<file path="config.mk">
export PLATFORM = sky130hd
export DESIGN_NAME = fsl_queue
export DESIGN_NICKNAME = d
export VERILOG_FILES = /design/src/design/fsl_pkg.sv /design/src/design/fsl_queue.sv
export SDC_FILE = /design/constraint.sdc
export NUM_CORES = 1
export LEC_CHECK = 0
export BUFFER_PORTS_ARGS = -buffer_cell sky130_fd_sc_hd__buf_4
export CAP_MARGIN = 20
export CORE_ASPECT_RATIO = 0.6
export CORE_MARGIN = 2
export CORE_UTILIZATION = 30
export CTS_BUF_LIST = sky130_fd_sc_hd__clkbuf_8
export DETAILED_ROUTE_END_ITERATION = 10
export GPL_TIMING_DRIVEN = 0
export HOLD_SLACK_MARGIN = 0.08
export MAX_ROUTING_LAYER = met4
export PLACE_DENSITY_LB_ADDON = 0.15
export SLEW_MARGIN = 20
export SYNTH_ARGS = -nofsm -noshare
export SYNTH_HDL_FRONTEND = slang
export SYNTH_SLANG_ARGS = --single-unit
</file>
<file path="constraint.sdc">
create_clock -name clk -period 8.8 [get_ports clk]
set_input_delay 1.32 -clock clk [delete_from_list [all_inputs] [get_ports clk]]
set_output_delay 1.32 -clock clk [all_outputs]
set_load 0.02 [all_outputs]
</file>
<file path="src/design/fsl_pkg.sv">
// Package for the per-source flood limiter: payload widths, register map,
// flood level codes, configuration and job structs, scan engine states.
// No dependencies.
package fsl_pkg;

    localparam int SRC_W      = 32;  // source address field
    localparam int TIME_W     = 48;  // millisecond timestamps
    localparam int WIN_W      = 26;  // period_seconds * 1000 fits in 26 bits
    localparam int MS_PER_S   = 1000;
    localparam int APB_ADDR_W = 4;   // three 32-bit registers at 0x0, 0x4, 0x8
    localparam int APB_DATA_W = 32;

    localparam int QUEUE_DEPTH = 2;
    localparam int QPTR_W      = $clog2(QUEUE_DEPTH);
    localparam int QCNT_W      = $clog2(QUEUE_DEPTH + 1);

    localparam logic [7:0]  MINOR_RESET  = 8'd5;
    localparam logic [7:0]  SEVERE_RESET = 8'd10;
    localparam logic [15:0] PERIOD_RESET = 16'd60;

    // register index = paddr[3:2]
    typedef enum logic [1:0] {
        REG_MINOR  = 2'd0,
        REG_SEVERE = 2'd1,
        REG_PERIOD = 2'd2
    } cfg_reg_t;

    typedef enum logic [1:0] {
        LVL_OK     = 2'd0,
        LVL_MINOR  = 2'd1,
        LVL_SEVERE = 2'd2
    } flood_level_t;

    typedef struct packed {
        logic [7:0]  minor_count;
        logic [7:0]  severe_count;
        logic [15:0] period_seconds;
    } cfg_t;

    // One request as handed from the front end to the scan engine.
    typedef struct packed {
        logic              record;   // query then record
        logic [SRC_W-1:0]  source_address;
        logic [TIME_W-1:0] now_ms;
        logic [WIN_W-1:0]  window;   // expiry window in ms
    } job_t;

    typedef enum logic [2:0] {
        ST_CLEAR,
        ST_IDLE,
        ST_SCAN,
        ST_FIN,
        ST_OUT
    } back_state_t;

endpackage

</file>
<file path="src/design/fsl_queue.sv">
// Short job queue between the front end and the scan engine.
// Depends on fsl_pkg.
module fsl_queue
    import fsl_pkg::*;
(
    input  logic clk,
    input  logic rst_n,
    input  logic push_valid,
    output logic push_ready,
    input  job_t push_job,
    output logic pop_valid,
    input  logic pop_ready,
    output job_t pop_job
);

    job_t              slot_reg [QUEUE_DEPTH];
    logic [QPTR_W-1:0] wr_ptr_reg;
    logic [QPTR_W-1:0] rd_ptr_reg;
    logic [QCNT_W-1:0] fill_reg;
    logic              push;
    logic              pop;

    assign push_ready = fill_reg != QCNT_W'(QUEUE_DEPTH);
    assign pop_valid  = fill_reg != '0;
    assign push       = push_valid && push_ready;
    assign pop        = pop_valid && pop_ready;
    assign pop_job    = slot_reg[rd_ptr_reg];

    always_ff @(posedge clk or negedge rst_n)
    begin
        if (!rst_n)
        begin
            wr_ptr_reg <= '0;
            rd_ptr_reg <= '0;
            fill_reg   <= '0;
        end
        else
        begin
            if (push)
            begin
                wr_ptr_reg <= (wr_ptr_reg == QPTR_W'(QUEUE_DEPTH - 1)) ? '0 : wr_ptr_reg + 1'b1;
            end
            if (pop)
            begin
                rd_ptr_reg <= (rd_ptr_reg == QPTR_W'(QUEUE_DEPTH - 1)) ? '0 : rd_ptr_reg + 1'b1;
            end
            if (push && !pop)
            begin
                fill_reg <= fill_reg + 1'b1;
            end
            else if (pop && !push)
            begin
                fill_reg <= fill_reg - 1'b1;
            end
        end
    end

    always_ff @(posedge clk)
    begin
        if (push)
        begin
            slot_reg[wr_ptr_reg] <= push_job;
        end
    end

endmodule

</file>
==> results.md <==
- Status: completed
- Height of the die: 130 um
- Post-synthesis sequential element count: 218
- Wire length of the first global-routing pass: 25.2 mm
- FILL cells: 2414
- Async set or reset register ratio after synthesis: 0.0183
- Die footprint: 28000 um^2
- Number of global-route vias before repair: 4535
- # nets final: 727
- Detailed Route WL: 16.8 mm
- Setup Buffers After CTS: 0
- Initial antenna violation count: 0
- Inserted Clock Buffers: 36
- Type of origin of the critical path: flip-flop
- Footprint of the multi-input gates: 1380 um^2
- Post-synth EDFFs: 214
- Final critical path time including I/O delays and setup: 3.20 ns
- Critical setup path kind: flip-flop to output pin
- Biggest area consumer among synthesized cells: sky130_fd_sc_hd__edfxtp_1
- Max-slew violation count: 0
- Multiplexer share of the synthesized area: 0.160
- Starting utilization of the core area: 0.304
- Sink Count: 218
- Count of max-cap constraint violations: 0
- Max Buffers Root-to-Sink: 3
- Setup violators final: 0
- Cell with the largest stage delay on the worst path: sky130_fd_sc_hd__dfrtp_1
- Worst IR drop on VDD: 0.150 mV
- Worst hold slack after final layout: 0.487 ns
- Most frequent cells after synthesis: sky130_fd_sc_hd__edfxtp_1 (214), sky130_fd_sc_hd__mux2_2 (87), sky130_fd_sc_hd__mux2_4 (20)
- Ratio of final minimum period to clock period: 0.363
- Average via count per standard cell: 4.12
- Worst path arrival time: 1.88 ns
- Flip-flop cell with the highest count after synthesis: sky130_fd_sc_hd__edfxtp_1
- DR pass1 iterations: 4
- Mapped Nets: 463
- Worst endpoint required time: 7.48 ns
- Largest incremental delay on the critical path: 0.34 ns
- Fraction of final layout cells sized beyond drive strength 1: 0.615
- H-tree Lvls: 2
- Site Rows: 46
- Cells after Synth: 351
- Total routing usage reported by global routing: 0.123
- Clock input transition at the sequential cells of the worst setup and hold paths: 0.06 ns
- Hold WC Path Type: flip-flop to flip-flop
- Max-Slew Margin vs Limit: 0.718
- Total number of vias: 4107
- Main combinational cell family by area after synthesis: multiplexers
- Post-synthesis simple-gate area fraction: 0.00423
- Largest cells by area after synthesis: sky130_fd_sc_hd__edfxtp_1 (80%), sky130_fd_sc_hd__mux2_2 (12%), sky130_fd_sc_hd__mux2_4 (3.8%)
- Number of antenna cells inserted: 0
- Area delta synth->final: 36.2%
- Placeable core region: 26300 um^2
- Maximum fanout encountered on the critical timing path: 10
- Drt drc: 0
- Latest clock arrival within the worst-skew pair: 0.51 ns
- Crit path max-delay family: buffers and inverters
- Measured slew at the worst slew-check pin: 0.423 ns
- Sequential cell area fraction in the yosys report: 0.817
- GRT overflow: 0
- Detailed-placement wirelength estimate: 11.5 mm
- Setup crit end kind: output pin
- Adder-cell share of the synthesized area: 0.00157
- CTS tree: built
- CP bufs+invs: 4
- Placer's final routability congestion estimate: 0.736
- Final clock skew: 0.0131 ns
- Die width: 215 um
- Pin count of the biggest net entering global routing: 45
- Setup slack after placement: 6.05 ns
- Placed cell area: 10200 um^2
- Antenna Violating Nets Remaining: 0
- Number of buffer cells added on primary ports: 219
- Max FFs per register: 214
- Setup repair after global routing missed its margin: no
- Post-synthesis share of cell area spent on xor and xnor gates: 0.00548
- Cell with the most instances after synthesis: sky130_fd_sc_hd__edfxtp_1
- Overall power: 0.00367 W
- CTS Root Buffer Type: sky130_fd_sc_hd__clkbuf_8
- Number of synthesis warnings: 0
- Mapped cell area: 7990 um^2
- CTS resizes: 0
- Area fraction in compound gates after synthesis: 0
- Cell repeated most along the worst path: sky130_fd_sc_hd__buf_6
- Area share of the leading cell type in the synthesized netlist: 0.805
- Top achievable clock speed: 0.313 GHz
- Final WS setup: 5.60 ns
- Ordered cell list for the critical path: buf_6, buf_6, buf_6, mux2_4, buf_4
- Number of primary I/O pins: 220
- Post-detailed-route wirelength per cell: 16.9 um
- Final Hold Viols: 0
- P_leak: 4.12 nW
- Count of distinct cell types in the synthesized netlist: 15
- Sequential cell area: 6530 um^2
- Number of hold buffers added after cts: 0
- Initial drt markers: 125
- Final design area excluding fillers: 10900 um^2
- Power per standard cell area: 337 nW/um^2
- Post-Syn Area per Cell: 22.7 um^2
## routing by layer
layer | up-vias | track usage | wire, um
li1 | 1924 | - | -
met1 | 2006 | 0.148 | 7290
met2 | 148 | 0.183 | 7600
met3 | 29 | 0.0581 | 1650
met4 | 0 | 0.0425 | 293
met5 | - | - | 0
## cell families after synthesis
family	after synthesis
xor gates and xnor gates	5
adders and majority gates	1
buffers and inverters	13
DFF	218
muxes	107
and+or+nand+nor	7
## cell type report
cell class,instances,area share
repair buffers,226,0.165
well taps,360,0.0414
multi-input cells,120,0.127
clock inverters,22,0.0109
inverters,1,0.000345
clock buffers,37,0.0468
plain buffers,12,0.00782
flip-flops and latches,218,0.600
## through the flow
step                       util  std cells  setup TNS, ns
after floorplan               -        351              0
after global placement    0.383        930         -58.28
after detailed placement  0.390        937              0
after CTS                 0.413        996              0
after global routing      0.413        996              0
final                     0.413        996              0
## power by group
part           internal, W  switching, W  total [W]
Sequential         0.00142     0.0000521    0.00147
Combinational     0.000651      0.000754    0.00140
Clock             0.000418      0.000379   0.000796
## cell usage in the layout, fill, tap and decap left out
cell type and instances:
sky130_fd_sc_hd__and3_4 1, sky130_fd_sc_hd__buf_12 5, sky130_fd_sc_hd__buf_16 2, sky130_fd_sc_hd__buf_2 8, sky130_fd_sc_hd__buf_4 219, sky130_fd_sc_hd__buf_6 4, sky130_fd_sc_hd__bufinv_16 1, sky130_fd_sc_hd__clkbuf_8 37
sky130_fd_sc_hd__clkinv_1 7, sky130_fd_sc_hd__clkinv_2 4, sky130_fd_sc_hd__clkinv_4 1, sky130_fd_sc_hd__dfrtp_1 4, sky130_fd_sc_hd__edfxtp_1 214, sky130_fd_sc_hd__ha_1 1, sky130_fd_sc_hd__inv_1 10, sky130_fd_sc_hd__mux2_2 87
sky130_fd_sc_hd__mux2_4 20, sky130_fd_sc_hd__nand2_1 2, sky130_fd_sc_hd__nand2b_1 1, sky130_fd_sc_hd__nor2_1 1, sky130_fd_sc_hd__nor2_4 1, sky130_fd_sc_hd__or2_2 1, sky130_fd_sc_hd__xnor2_1 3, sky130_fd_sc_hd__xor2_1 2
## final timing paths
check                             from               to  slack (ns)  cells after the start
max                         rd_ptr_reg      pop_job[75]        5.60                      5
min                        fill_reg[1]      fill_reg[1]        0.49                      1
max reg2reg                fill_reg[0]  slot_reg[0][97]        6.87                      6
min reg2reg                fill_reg[1]      fill_reg[1]        0.49                      1
max in group asynchronous        rst_n       wr_ptr_reg        8.11                      1
min in group asynchronous        rst_n      fill_reg[1]        0.59                      1
## worst register-to-register path: stages (launching register included)
cell	delay (ns)
sky130_fd_sc_hd__dfrtp_1	0.41
sky130_fd_sc_hd__nand2b_1	0.17
sky130_fd_sc_hd__nand2_1	0.14
sky130_fd_sc_hd__nor2_4	0.29
sky130_fd_sc_hd__buf_12	0.23
sky130_fd_sc_hd__buf_12	0.20
sky130_fd_sc_hd__buf_16	0.18
(Power assumes the default switching activity.)
